===== config.mk =====
export PLATFORM = sky130hd
export DESIGN_NAME = stick_trigger_deadzone_conditioner_flat
export DESIGN_NICKNAME = d
export VERILOG_FILES = /design/src/hw/rtl/stdc_pkg.sv /design/src/hw/rtl/stdc_poll_if.sv /design/src/hw/rtl/stdc_result_if.sv /design/src/hw/rtl/stdc_cfg_if.sv /design/src/hw/rtl/stdc_divider.sv /design/src/hw/rtl/stick_trigger_deadzone_conditioner.sv /design/src/flat_wrapper.sv
export SDC_FILE = /design/constraint.sdc
export NUM_CORES = 1
export LEC_CHECK = 0
export ABC_AREA = 1
export ABC_CLOCK_PERIOD_IN_PS = 6500
export BUFFER_PORTS_ARGS = -buffer_cell sky130_fd_sc_hd__buf_2
export CORE_ASPECT_RATIO = 2
export CORE_MARGIN = 4
export CORE_UTILIZATION = 40
export DETAILED_ROUTE_END_ITERATION = 8
export GPL_TIMING_DRIVEN = 0
export PLACE_DENSITY_LB_ADDON = 0.1
export SLEW_MARGIN = 20
export SYNTH_ARGS = -nofsm -noshare
export SYNTH_HDL_FRONTEND = slang
export SYNTH_HIERARCHICAL = 1
export SYNTH_SLANG_ARGS = --single-unit
export TNS_END_PERCENT = 10

===== constraint.sdc =====
create_clock -name clk -period 6.5 [get_ports clk]
set_input_delay 0.975 -clock clk [delete_from_list [all_inputs] [get_ports clk]]
set_output_delay 0.975 -clock clk [all_outputs]
set_load 0.05 [all_outputs]

===== src/hw/rtl/stdc_pkg.sv =====
// Shared types, constants and state encoding for the stick and trigger
// deadzone conditioner. No dependencies; every other file uses it by scoped
// names.
package stdc_pkg;

	localparam int TRIG_W      = 8;
	localparam int AXIS_W      = 16;
	localparam int DZ_W        = 15;
	localparam int NUM_W       = 2 * DZ_W;
	localparam int NUM_AXES    = 4;
	localparam int AXIS_IDX_W  = 2;
	localparam int CFG_INDEX_W = 8;
	localparam int CFG_DATA_W  = 16;
	localparam int DIV_STEPS   = DZ_W;
	localparam int DIV_CNT_W   = $clog2(DIV_STEPS + 1);

	localparam logic [DZ_W-1:0] FULL_SCALE = 15'h7FFF;

	// result source codes
	localparam logic [1:0] SRC_TRIG_L  = 2'd0;
	localparam logic [1:0] SRC_TRIG_R  = 2'd1;
	localparam logic [1:0] SRC_STICK_L = 2'd2;
	localparam logic [1:0] SRC_STICK_R = 2'd3;

	typedef struct packed {
		logic [TRIG_W-1:0]        trig_left;
		logic [TRIG_W-1:0]        trig_right;
		logic signed [AXIS_W-1:0] raw_left_x;
		logic signed [AXIS_W-1:0] raw_left_y;
		logic signed [AXIS_W-1:0] raw_right_x;
		logic signed [AXIS_W-1:0] raw_right_y;
	} poll_t;

	typedef struct packed {
		logic [1:0]               source;
		logic [TRIG_W-1:0]        trigger_level;
		logic signed [AXIS_W-1:0] axis_x;
		logic signed [AXIS_W-1:0] axis_y;
		logic                     last;
	} result_t;

	typedef struct packed {
		logic [CFG_INDEX_W-1:0] index;
		logic [CFG_DATA_W-1:0]  value;
	} cfg_t;

	typedef struct packed {
		logic             start;
		logic [NUM_W-1:0] num;
		logic [DZ_W-1:0]  den;
	} div_req_t;

	typedef struct packed {
		logic            done;
		logic [DZ_W-1:0] quo;
	} div_rsp_t;

	typedef enum logic [3:0] {
		ST_IDLE,
		ST_PREP,
		ST_MUL,
		ST_DIV,
		ST_STORE,
		ST_EMIT_TL,
		ST_EMIT_TR,
		ST_EMIT_L,
		ST_EMIT_R
	} state_t;

endpackage


===== src/hw/rtl/stdc_poll_if.sv =====
// Poll input channel: valid/ready handshake with one gamepad poll as payload.
// Depends on stdc_pkg.
interface stdc_poll_if;
	logic           valid;
	logic           ready;
	stdc_pkg::poll_t data;

	modport source (output valid, output data, input ready);
	modport sink   (input valid, input data, output ready);
endinterface


===== src/hw/rtl/stdc_result_if.sv =====
// Result output channel: valid/ready handshake with one result item.
// Depends on stdc_pkg.
interface stdc_result_if;
	logic             valid;
	logic             ready;
	stdc_pkg::result_t data;

	modport source (output valid, output data, input ready);
	modport sink   (input valid, input data, output ready);
endinterface


===== src/hw/rtl/stdc_cfg_if.sv =====
// Configuration write channel: valid/ready handshake carrying index and value.
// Depends on stdc_pkg.
interface stdc_cfg_if;
	logic          valid;
	logic          ready;
	stdc_pkg::cfg_t data;

	modport source (output valid, output data, input ready);
	modport sink   (input valid, input data, output ready);
endinterface


===== src/hw/rtl/stdc_divider.sv =====
// Iterative restoring divider, one quotient bit per cycle.
// Needs num < den * 2**DZ_W so the quotient fits DZ_W bits. Depends on stdc_pkg.
module stdc_divider (
	input  logic               clk,
	input  logic               arst_n,
	input  stdc_pkg::div_req_t req,
	output stdc_pkg::div_rsp_t rsp
);

	logic [stdc_pkg::DZ_W-1:0]      rem_q;
	logic [stdc_pkg::DZ_W-1:0]      low_q;
	logic [stdc_pkg::DZ_W-1:0]      den_q;
	logic [stdc_pkg::DZ_W-1:0]      quo_q;
	logic [stdc_pkg::DIV_CNT_W-1:0] cnt_q;
	logic                           done_q;

	logic [stdc_pkg::DZ_W:0] trial;
	logic [stdc_pkg::DZ_W:0] diff;
	logic                    ge;

	assign trial = {rem_q, low_q[stdc_pkg::DZ_W-1]};
	assign ge    = trial >= {1'b0, den_q};
	assign diff  = trial - {1'b0, den_q};

	always_ff @(posedge clk or negedge arst_n) begin
		if (!arst_n) begin
			cnt_q  <= '0;
			done_q <= 1'b0;
		end else if (req.start) begin
			cnt_q  <= stdc_pkg::DIV_CNT_W'(stdc_pkg::DIV_STEPS);
			done_q <= 1'b0;
		end else if (cnt_q != '0) begin
			cnt_q  <= cnt_q - 1'b1;
			done_q <= (cnt_q == stdc_pkg::DIV_CNT_W'(1));
		end else begin
			done_q <= 1'b0;
		end
	end

	always_ff @(posedge clk) begin
		if (req.start) begin
			rem_q <= req.num[stdc_pkg::NUM_W-1:stdc_pkg::DZ_W];
			low_q <= req.num[stdc_pkg::DZ_W-1:0];
			den_q <= req.den;
			quo_q <= '0;
		end else if (cnt_q != '0) begin
			// remainder stays below den, so it fits back into DZ_W bits
			rem_q <= ge ? diff[stdc_pkg::DZ_W-1:0] : trial[stdc_pkg::DZ_W-1:0];
			low_q <= {low_q[stdc_pkg::DZ_W-2:0], 1'b0};
			quo_q <= {quo_q[stdc_pkg::DZ_W-2:0], ge};
		end
	end

	assign rsp.done = done_q;
	assign rsp.quo  = quo_q;

endmodule


===== src/hw/rtl/stick_trigger_deadzone_conditioner.sv =====
// Stick and trigger deadzone conditioner. Each axis outside its deadzone goes once
// through the single 15-step divider; the others skip it. Ready drops for the whole
// poll, so the next poll is taken only after its last result is loaded; results leave
// through one output register. Async reset clears deadzones, zero-sent flags, FSM.
module stick_trigger_deadzone_conditioner (
	input  logic         clk,
	input  logic         arst_n,
	stdc_poll_if.sink    poll,
	stdc_result_if.source result,
	stdc_cfg_if.sink     cfg
);

	stdc_pkg::state_t state_q, state_d;

	logic [stdc_pkg::DZ_W-1:0]       dz_q   [stdc_pkg::NUM_AXES];
	logic [stdc_pkg::AXIS_W-1:0]     raw_q  [stdc_pkg::NUM_AXES];
	logic [stdc_pkg::AXIS_W-1:0]     res_q  [stdc_pkg::NUM_AXES];
	logic [stdc_pkg::AXIS_IDX_W-1:0] axis_q;
	logic [stdc_pkg::TRIG_W-1:0]     tl_q, tr_q;
	logic                            need_l_q, need_r_q;
	logic                            left_zero_sent_q, right_zero_sent_q;

	logic                      neg_q, zero_q;
	logic [stdc_pkg::DZ_W-1:0] diff_q, den_q;

	logic                out_valid_q;
	stdc_pkg::result_t   out_data_q, out_nxt;
	logic                load, out_free, poll_take;

	stdc_pkg::div_req_t div_req;
	stdc_pkg::div_rsp_t div_rsp;

	// axis preparation
	logic [stdc_pkg::AXIS_W-1:0] raw_sel, mag16;
	logic [stdc_pkg::DZ_W-1:0]   mag, dz_sel;
	logic [stdc_pkg::AXIS_W-1:0] quo_ext, store_val;

	assign raw_sel = raw_q[axis_q];
	assign dz_sel  = dz_q[axis_q];
	assign mag16   = raw_sel[stdc_pkg::AXIS_W-1] ? (16'd0 - raw_sel) : raw_sel;
	// clamp; also catches the most negative code
	assign mag     = mag16[stdc_pkg::AXIS_W-1] ? stdc_pkg::FULL_SCALE
	                                          : mag16[stdc_pkg::DZ_W-1:0];

	assign quo_ext   = {1'b0, div_rsp.quo};
	assign store_val = zero_q ? '0 : (neg_q ? (16'd0 - quo_ext) : quo_ext);

	assign poll_take = poll.valid && poll.ready;
	assign out_free  = !out_valid_q || result.ready;

	assign div_req.start = (state_q == stdc_pkg::ST_MUL);
	// diff * 32767 as one subtract
	assign div_req.num   = {diff_q, {stdc_pkg::DZ_W{1'b0}}} - {{stdc_pkg::DZ_W{1'b0}}, diff_q};
	assign div_req.den   = den_q;

	stdc_divider u_div (
		.clk    (clk),
		.arst_n (arst_n),
		.req    (div_req),
		.rsp    (div_rsp)
	);

	// next state
	always_comb begin
		state_d = state_q;
		unique case (state_q)
			stdc_pkg::ST_IDLE:    if (poll_take) state_d = stdc_pkg::ST_PREP;
			stdc_pkg::ST_PREP:    state_d = (mag <= dz_sel) ? stdc_pkg::ST_STORE
			                                                : stdc_pkg::ST_MUL;
			stdc_pkg::ST_MUL:     state_d = stdc_pkg::ST_DIV;
			stdc_pkg::ST_DIV:     if (div_rsp.done) state_d = stdc_pkg::ST_STORE;
			stdc_pkg::ST_STORE: begin
				if (axis_q == stdc_pkg::AXIS_IDX_W'(stdc_pkg::NUM_AXES - 1))
					state_d = stdc_pkg::ST_EMIT_TL;
				else
					state_d = stdc_pkg::ST_PREP;
			end
			stdc_pkg::ST_EMIT_TL: if (!need_l_q || load) state_d = stdc_pkg::ST_EMIT_TR;
			stdc_pkg::ST_EMIT_TR: if (!need_r_q || load) state_d = stdc_pkg::ST_EMIT_L;
			stdc_pkg::ST_EMIT_L:  if (load) state_d = stdc_pkg::ST_EMIT_R;
			stdc_pkg::ST_EMIT_R:  if (load) state_d = stdc_pkg::ST_IDLE;
			default:              state_d = stdc_pkg::ST_IDLE;
		endcase
	end

	// outputs
	always_comb begin
		load    = 1'b0;
		out_nxt = '0;
		unique case (state_q)
			stdc_pkg::ST_EMIT_TL: begin
				out_nxt.source        = stdc_pkg::SRC_TRIG_L;
				out_nxt.trigger_level = tl_q;
				load                  = need_l_q && out_free;
			end
			stdc_pkg::ST_EMIT_TR: begin
				out_nxt.source        = stdc_pkg::SRC_TRIG_R;
				out_nxt.trigger_level = tr_q;
				load                  = need_r_q && out_free;
			end
			stdc_pkg::ST_EMIT_L: begin
				out_nxt.source = stdc_pkg::SRC_STICK_L;
				out_nxt.axis_x = res_q[0];
				out_nxt.axis_y = res_q[1];
				load           = out_free;
			end
			stdc_pkg::ST_EMIT_R: begin
				out_nxt.source = stdc_pkg::SRC_STICK_R;
				out_nxt.axis_x = res_q[2];
				out_nxt.axis_y = res_q[3];
				out_nxt.last   = 1'b1;
				load           = out_free;
			end
			default: ;
		endcase
	end

	assign poll.ready   = (state_q == stdc_pkg::ST_IDLE);
	assign cfg.ready    = 1'b1;
	assign result.valid = out_valid_q;
	assign result.data  = out_data_q;

	always_ff @(posedge clk or negedge arst_n) begin
		if (!arst_n) begin
			state_q           <= stdc_pkg::ST_IDLE;
			axis_q            <= '0;
			out_valid_q       <= 1'b0;
			left_zero_sent_q  <= 1'b0;
			right_zero_sent_q <= 1'b0;
			need_l_q          <= 1'b0;
			need_r_q          <= 1'b0;
			for (int i = 0; i < stdc_pkg::NUM_AXES; i++) dz_q[i] <= '0;
		end else begin
			state_q <= state_d;
			if (poll_take) begin
				axis_q            <= '0;
				need_l_q          <= (poll.data.trig_left != '0) || !left_zero_sent_q;
				need_r_q          <= (poll.data.trig_right != '0) || !right_zero_sent_q;
				left_zero_sent_q  <= (poll.data.trig_left == '0);
				right_zero_sent_q <= (poll.data.trig_right == '0);
			end else if (state_q == stdc_pkg::ST_STORE) begin
				axis_q <= axis_q + 1'b1;
			end
			if (load)
				out_valid_q <= 1'b1;
			else if (result.ready)
				out_valid_q <= 1'b0;
			if (cfg.valid && cfg.data.index < stdc_pkg::CFG_INDEX_W'(stdc_pkg::NUM_AXES))
				dz_q[cfg.data.index[stdc_pkg::AXIS_IDX_W-1:0]] <=
					cfg.data.value[stdc_pkg::DZ_W-1:0];
		end
	end

	always_ff @(posedge clk) begin
		if (poll_take) begin
			tl_q     <= poll.data.trig_left;
			tr_q     <= poll.data.trig_right;
			raw_q[0] <= poll.data.raw_left_x;
			raw_q[1] <= poll.data.raw_left_y;
			raw_q[2] <= poll.data.raw_right_x;
			raw_q[3] <= poll.data.raw_right_y;
		end
		if (state_q == stdc_pkg::ST_PREP) begin
			neg_q  <= raw_sel[stdc_pkg::AXIS_W-1];
			zero_q <= (mag <= dz_sel);
			diff_q <= mag - dz_sel;
			den_q  <= stdc_pkg::FULL_SCALE - dz_sel;
		end
		if (state_q == stdc_pkg::ST_STORE)
			res_q[axis_q] <= store_val;
		if (load)
			out_data_q <= out_nxt;
	end

endmodule


===== src/flat_wrapper.sv =====
// flat-port wrapper written by rule: the top's interface ports become plain ports
module stick_trigger_deadzone_conditioner_flat 
  (clk, arst_n, poll_valid, poll_data, poll_ready, result_valid, result_data, result_ready, cfg_valid, cfg_data, cfg_ready);
  stdc_poll_if poll_i ();
  stdc_result_if result_i ();
  stdc_cfg_if cfg_i ();
  input  logic clk;
  input  logic arst_n;
  input wire logic [$bits(poll_i.valid)-1:0] poll_valid;
  input wire logic [$bits(poll_i.data)-1:0] poll_data;
  output wire logic [$bits(poll_i.ready)-1:0] poll_ready;
  output wire logic [$bits(result_i.valid)-1:0] result_valid;
  output wire logic [$bits(result_i.data)-1:0] result_data;
  input wire logic [$bits(result_i.ready)-1:0] result_ready;
  input wire logic [$bits(cfg_i.valid)-1:0] cfg_valid;
  input wire logic [$bits(cfg_i.data)-1:0] cfg_data;
  output wire logic [$bits(cfg_i.ready)-1:0] cfg_ready;
  assign poll_i.valid = poll_valid;
  assign poll_i.data = poll_data;
  assign poll_ready = poll_i.ready;
  assign result_valid = result_i.valid;
  assign result_data = result_i.data;
  assign result_i.ready = result_ready;
  assign cfg_i.valid = cfg_valid;
  assign cfg_i.data = cfg_data;
  assign cfg_ready = cfg_i.ready;
  stick_trigger_deadzone_conditioner u_core (.clk(clk), .arst_n(arst_n), .poll(poll_i), .result(result_i), .cfg(cfg_i));
endmodule

### After elaboration in Yosys (flattened, before gate mapping)

Memories as Yosys holds them, arrays and structs flattened.
Cells that the tools add are included.

| storage, ports and cells | value |
|---|---|
| bits in registers | 227 |
| memories | 2 |
| input bits | 109 |
| output and inout port bits | 46 |
| RAM bits | 128 |
| word-level logic and storage cells | 129 |

Memory list:

| memory | depth | width | read ports | clocked after memory_dff | wr ports | line | text |
|---|---|---|---|---|---|---|---|
| u_core.raw_q | 4 | 16 | 1 | 0 | 4 | stick_trigger_deadzone_conditioner.sv:16 | `logic [stdc_pkg::AXIS_W-1:0] raw_q [stdc_pkg::NUM_AXES];` |
| u_core.res_q | 4 | 16 | 4 | 0 | 1 | stick_trigger_deadzone_conditioner.sv:17 | `logic [stdc_pkg::AXIS_W-1:0] res_q [stdc_pkg::NUM_AXES];` |

| operators by class | value |
|---|---|
| $add $sub $neg | 8 |
| muxes and demuxes | 41 |
| equality and inequality tests | 16 |
| bitwise logic cells | 2 |
| reduce and logical (&&, ||, !) cells | 26 |
| $lt $le $gt $ge | 6 |

Operators with widths:

| operator | count |
|---|---|
| $mux W15 | 9 |
| $pmux W32 S2 | 1 |
| $bwmux W60 | 1 |
| $mux W16 | 3 |
| $pmux W4 S9 | 1 |
| $mux W4 | 8 |
| $bmux W15 S2 | 1 |
| $demux W15 S2 | 1 |
| $sub A15 B15 Y15 | 2 |
| $sub A30 B15 Y30 | 1 |
| $eq A4 B3 Y1 const B | 4 |
| $ge A16 B15 Y1 | 1 |
| $logic_not A8 Y1 | 2 |
| $pmux W8 S2 | 1 |
| $reduce_bool A8 Y1 | 2 |
| $sub A1 B15 Y16 const A | 1 |
| $sub A1 B16 Y16 const A | 1 |
| $le A15 B15 Y1 | 1 |
| $sub A15 B15 Y15 const A | 1 |
| $mux W1 | 9 |
| $eq A4 B1 Y1 const B | 2 |
| $eq A4 B2 Y1 const B | 2 |
| $lt A8 B3 Y1 const B | 1 |
| $ne A2 B1 Y1 const B | 4 |
| other kinds (20) | 39 |

### Logic depth before layout (Yosys ltp)

| logic depth | value |
|---|---|
| word-level depth | 7 |
| depth in mapped cells | 24 |
| mapped depth without buffers | 23 |

### Modules after synthesis

Netlist, hierarchy kept.

Modules (own cells, without submodules):

| module | seq. area each (sq um) | instances | area an instance (sq um) | cells each |
|---|---|---|---|---|
| stick_trigger_deadzone_conditioner | 8,353.0 | 1 | 13,255.2 | 1,244 |
| stdc_divider | 1,776.7 | 1 | 3,867.5 | 463 |

### Worst setup path after synthesis

No wires, ideal clock.

| path | value |
|---|---|
| kind | register to register |
| from | register u_core.state_q[3] |
| to | register u_core.state_q[2] |
| stages on the path, launching flop included | 8 |
| required time | 6.435 ns |
| slack | 3.099 ns |
| clock period less this slack | 3.401 ns |
| library setup time | 0.065 ns |
| buffers on the path | 0 |
| data arrival time | 3.336 ns |
| cells stage by stage | dfrtp_1 > nor2_1 > inv_1 > nor3_1 > nand3_1 > nand2_1 > nand2_1 > nand2_1 |

| on the way | value |
|---|---|
| word-level cells in the longest chain between the ends | 6 |
| elaborated cells between the ends (all ways) | 22 |
| those cells by class | 14 x eq/ne; 2 x mux; 6 x reduce/logical |

RTL lines:

| element | line | text |
|---|---|---|
| start, declared | stick_trigger_deadzone_conditioner.sv:13 | `stdc_pkg::state_t state_q, state_d;` |
| start signal, assigned | stick_trigger_deadzone_conditioner.sv:125 | `state_q <= stdc_pkg::ST_IDLE;` |
| start signal, assigned | stick_trigger_deadzone_conditioner.sv:134 | `state_q <= state_d;` |
| $eq A4 B3 Y1 / $eq A4 B4 Y1 (equally long branches) | stick_trigger_deadzone_conditioner.sv:66, stick_trigger_deadzone_conditioner.sv:90 |  |
| $reduce_or A2 Y1 (no line) | n/a |  |
| $pmux W1 S3 | stick_trigger_deadzone_conditioner.sv:90 | `unique case (state_q)` |
| $logic_or A1 B1 Y1, on equally long branches | stick_trigger_deadzone_conditioner.sv:79, stick_trigger_deadzone_conditioner.sv:78 |  |
| $ne A2 B1 Y1 (no line) | n/a |  |
| $reduce_and A6 Y1 (no line) | n/a |  |

Several ways; a longest one is shown, not always the timed one.
A chain may end at the register's enable or synchronous reset.

### Worst setup path in the final report

| path | value |
|---|---|
| from | register u_core/axis_q[0] (netlist name) |
| to | register u_core.state_q[2] |

| on the way | value |
|---|---|
| word-level cells in the longest chain between the ends | 7 |
| elaborated cells between the ends (all ways) | 13 |
| those cells by class | 1 x add/sub; 1 x order compare; 1 x eq/ne; 8 x mux; 1 x bitwise; 1 x memory |

RTL lines:

| element | line | text |
|---|---|---|
| start, declared | stick_trigger_deadzone_conditioner.sv:18 | `logic [stdc_pkg::AXIS_IDX_W-1:0] axis_q;` |
| start signal, assigned | stick_trigger_deadzone_conditioner.sv:142 | `axis_q <= axis_q + 1'b1;` |
| $mem_v2 Z4 W16 / $not A2 Y3 (equally long branches) | n/a |  |
| $sub A1 B16 Y16 / $bmux W15 S2 (equally long branches) | stick_trigger_deadzone_conditioner.sv:40, stick_trigger_deadzone_conditioner.sv:39 |  |
| $mux W16 / $mux W15 (equally long branches) | stick_trigger_deadzone_conditioner.sv:40, stick_trigger_deadzone_conditioner.sv:39 |  |
| $mux W15, on equally long branches | stick_trigger_deadzone_conditioner.sv:42, stick_trigger_deadzone_conditioner.sv:39 |  |
| $le A15 B15 Y1 | stick_trigger_deadzone_conditioner.sv:68 | `stdc_pkg::ST_PREP: state_d = (mag <= dz_sel) ? stdc_pkg::ST_STORE` |
| $mux W3 | stick_trigger_deadzone_conditioner.sv:68 |  |
| $pmux W4 S9 (*) | stick_trigger_deadzone_conditioner.sv:66 | `unique case (state_q)` |

Mark *: on every way between the ends. The rest lies on a longest branch, timed or not. The select of a mux whose other input is x is not followed.

==> out/summary.txt <==
result of the run: finished, final reports clean
Clock H-tree levels: 2
count of final setup violators: 0
TritonCTS sink count: 355
cell family with most CP delay: simple AND/OR/NAND/NOR gates
total routing usage reported by global routing: 19.2%
library cell appearing most often on the critical path: sky130_fd_sc_hd__nand2_1
YS warnings: 6
master of the slowest instance on the critical path: sky130_fd_sc_hd__buf_1
Crit path largest cell delay: 0.51 ns
Post-synth ARST share: 21.4%
Die X: 154 um
unrepaired setup endpoints after global routing: false
clock-pin slew on the worst setup and hold paths: 0.07 ns
total placed cells including tap cells: 2416
main combinational cell family by area after synthesis: simple AND/OR/NAND/NOR gates
maximum VDD drop: 0.000374 V
# Post-CTS Setup Buffers: 0
area growth from synthesis to layout: 15.8%
die span in y: 301 um
post-route insts no fill: 2475
depth of the worst register-to-register path: 16
adder-cell share of the synthesized area: 3.08%
clock period minus final worst setup slack: 3.65 ns
Tightest Pin Transition: 0.903 ns
crit path DAT: 4.12 ns
Setup crit start: u_core/axis_q[0]$_DFFE_PN0P_
top achievable clock speed: 0.274 GHz
buffer and inverter count on the worst path: 4
setup slack on the worst flop-to-flop path: 2.85 ns
total number of placement rows: 107
maximum fanout along the worst path: 10
total CTS buffers: 34
Synth top area share: 46.3%
summed instance area of the synthesized netlist: 17100 um^2
synthesized-area fraction occupied by xor and xnor cells: 1.59%
total of max-cap violations: 0
CTS Hold Buffers Added: 0
Core Box Area: 42400 um^2
total detailed-routing wirelength: 44300 um
sequential cell area fraction in the yosys report: 59.2%
DPL Wire Length: 34500 um
Final Worst Setup Slack: 2.85 ns
hold crit path type: in -> async
Cell Chain, Critical Path: inv_2, buf_2, buf_1, nand2_1, a32o_1, ha_1, nand2_1, nor2_1, nand3_1, nor2_1, inv_1, nand2_1, nand3_1, nand2_1, nand2_1, nand2_1
fraction of synthesized area in multiplexers: 0%
count of different cell masters after synthesis: 53
number of buffer cells added on primary ports: 152
Reg2Reg Launch Point: u_core/axis_q[0]$_DFFE_PN0P_
number of design rule violations left after detail routing: 0
most frequent cell after synthesis: sky130_fd_sc_hd__nand2_1
area share of and/or/nand/nor cells after synthesis: 21.1%
vias per std cell: 5.01
initial antenna violation count: 0
number of nets in the layout: 2057
first-pass iteration count of the detailed router: 6
max-slew headroom at the worst pin: 39.8%
kind of start point of the critical path: flop
count of routing violations after the opening detailed-route iteration: 645
fill cell total of the finished layout: 4051
die area: 46400 um^2
via count of the first global-routing pass: 13100
library cell occupying the most area in the post-synthesis netlist: sky130_fd_sc_hd__edfxtp_1
Initial Utilization: 40.3%
library cell used as clock root buffer: sky130_fd_sc_hd__clkbuf_16
biggest area contributors in the synthesized netlist: sky130_fd_sc_hd__edfxtp_1 (46%), sky130_fd_sc_hd__dfrtp_1 (11%), sky130_fd_sc_hd__nand2_1 (10%), sky130_fd_sc_hd__inv_1 (4.3%), sky130_fd_sc_hd__nand3_1 (3.2%)
Commonest cells post-synth: sky130_fd_sc_hd__nand2_1 (460), sky130_fd_sc_hd__edfxtp_1 (264), sky130_fd_sc_hd__inv_1 (196), sky130_fd_sc_hd__nand3_1 (108), sky130_fd_sc_hd__nor2_1 (92)
drt wl/cell: 17.9 um
sequential cell area: 10100 um^2
most common flop cell mapped by yosys: sky130_fd_sc_hd__edfxtp_1
remaining global-route overflow: 0
PD cells: 549 nW/um^2
Mapped Avg Cell Area: 10.0 um^2
maximum root-to-sink buffer count: 3
last element of the critical path: u_core/state_q[2]$_DFFE_PN0P_
placement-stage worst setup slack: 2.80 ns
endpoint of the worst register-to-register path: u_core/state_q[2]$_DFFE_PN0P_
gpl congestion: 0.925
area of all placed cells without fillers: 19800 um^2
kind of critical path: reg -> reg
final hold violation count: 0
core utilization of the finished layout: 46.7%
post-synthesis compound-gate area fraction: 8.40%
flops & latches, synth: 355
placed standard-cell area: 18800 um^2
number of nets still failing antenna checks after routing: 0
top-level I/O count: 155
global-route wire length before repair: 70200 um
data required time at the worst endpoint: 6.97 ns
clock tree from TritonCTS: built
quantity of gates resized following cts: 0
element type at the critical path end: flop
pins over their slew limit: 0
number of cells on the critical path: 16
Net Count, Synth: 1857
instance count of the mapped netlist: 1707
Final period util: 56.2%
Static Leak: 8.56 nW
maximum clock skew at final layout: 0.0215 ns
pin count of the biggest net entering global routing: 48
DR vias: 12400
clock insertion delay at the later pin of the skew report: 0.53 ns
share of final-layout standard cells stronger than drive strength 1: 17.3%
setup total negative slack: 0 ns
number of enable-type register cells in the synthesized netlist: 264
area of combinational cells with multiple inputs: 5870 um^2
count of inserted antenna diode cells: 0
[state kept, by name (all words and copies together), names as in the netlist, 4 cells and up]
name,count
u_core/u_div/low_q,15
u_core/result.data,43
u_core/u_div/cnt_q,4
u_core/diff_q,15
u_core/u_div/den_q,15
u_core/den_q,15
u_core/u_div/rem_q,15
u_core/raw_q,64
u_core/state_q,4
u_core/dz_q,60
u_core/tr_q,8
u_core/tl_q,8
u_core/res_q,64
u_core/u_div/quo_q,15
[how the worst min path moves through the flow]
stage	start	end
after global routing	arst_n	u_core/dz_q[48]$_DFFE_PN0P_
after detailed placement	u_core/den_q[9]$_DFFE_PP_	u_core/u_div/den_q[9]$_DFFE_PP_
after CTS	arst_n	u_core/dz_q[48]$_DFFE_PN0P_
after floorplan	u_core/den_q[0]$_DFFE_PP_	u_core/u_div/den_q[0]$_DFFE_PP_
after global placement	u_core/den_q[1]$_DFFE_PP_	u_core/u_div/den_q[1]$_DFFE_PP_
final	arst_n	u_core/dz_q[48]$_DFFE_PN0P_
[metrics by stage]
step	hold slack, ns	total power (W)
final	0.369	0.0109
after global routing	0.387	0.0117
after CTS	0.362	0.0110
after detailed placement	0.405	0.00901
after global placement	0.406	0.00889
after floorplan	0.400	0.00747
[cells by family after synthesis]
| logic type | Yosys count |
|---|---|
| simple gates | 787 |
| fa+ha+maj | 41 |
| xor+xnor | 31 |
| buf+inv | 266 |
| other cells | 1 |
| compound gates | 226 |
| flops | 355 |
[report_power, final]
group / leakage [nW] / switching, W / internal (W)
Clock: 0.526 / 0.000849 / 0.00113
Combinational: 4.41 / 0.00360 / 0.00168
Sequential: 3.62 / 0.000271 / 0.00336
[placed cells by master, fill, tap and decap left out, drive strengths merged, types with 9 or more instances in the layout]
cell,Yosys,routed
a32o,46,46
dfrtp,76,76
o22ai,23,23
buf,32,196
nor4,9,9
o21ai,91,91
ha,39,39
nand3b,13,13
edfxtp,264,264
nand3,132,132
nor3,15,15
xor2,23,23
nand2,494,494
nor2,106,106
a21oi,53,53
clkbuf,30,77
inv,204,206
dfxtp,15,15
[metal layers]
layer	wire, um	track usage [%]	vias up
li1	-	-	6176
met1	14300	18.0	5843
met2	26300	40.0	271
met3	1280	1.96	101
met4	2330	9.22	0
met5	0	0	-
[final cells by class]
class	count	share of cell area, %
Buffer	62	1.91
Multi-Input combinational cell	1086	29.6
Sequential cell	355	51.1
Timing Repair Buffer	164	4.66
Clock buffer	47	4.69
Clock inverter	12	0.770
Tap cell	545	3.44
Inverter	204	3.89
[worst register-to-register path: cells and delay by family, from the launching register on]
family,cells,cell delay (ns)
adder cells (fa/ha/maj),1,0.43
flip-flops,1,0.43
AND/OR/NAND/NOR,10,1.25
AO/OA/AOI/OAI,1,0.36
buffers and inverters,4,1.12
Note: power is estimated with default switching activity, not from simulation.
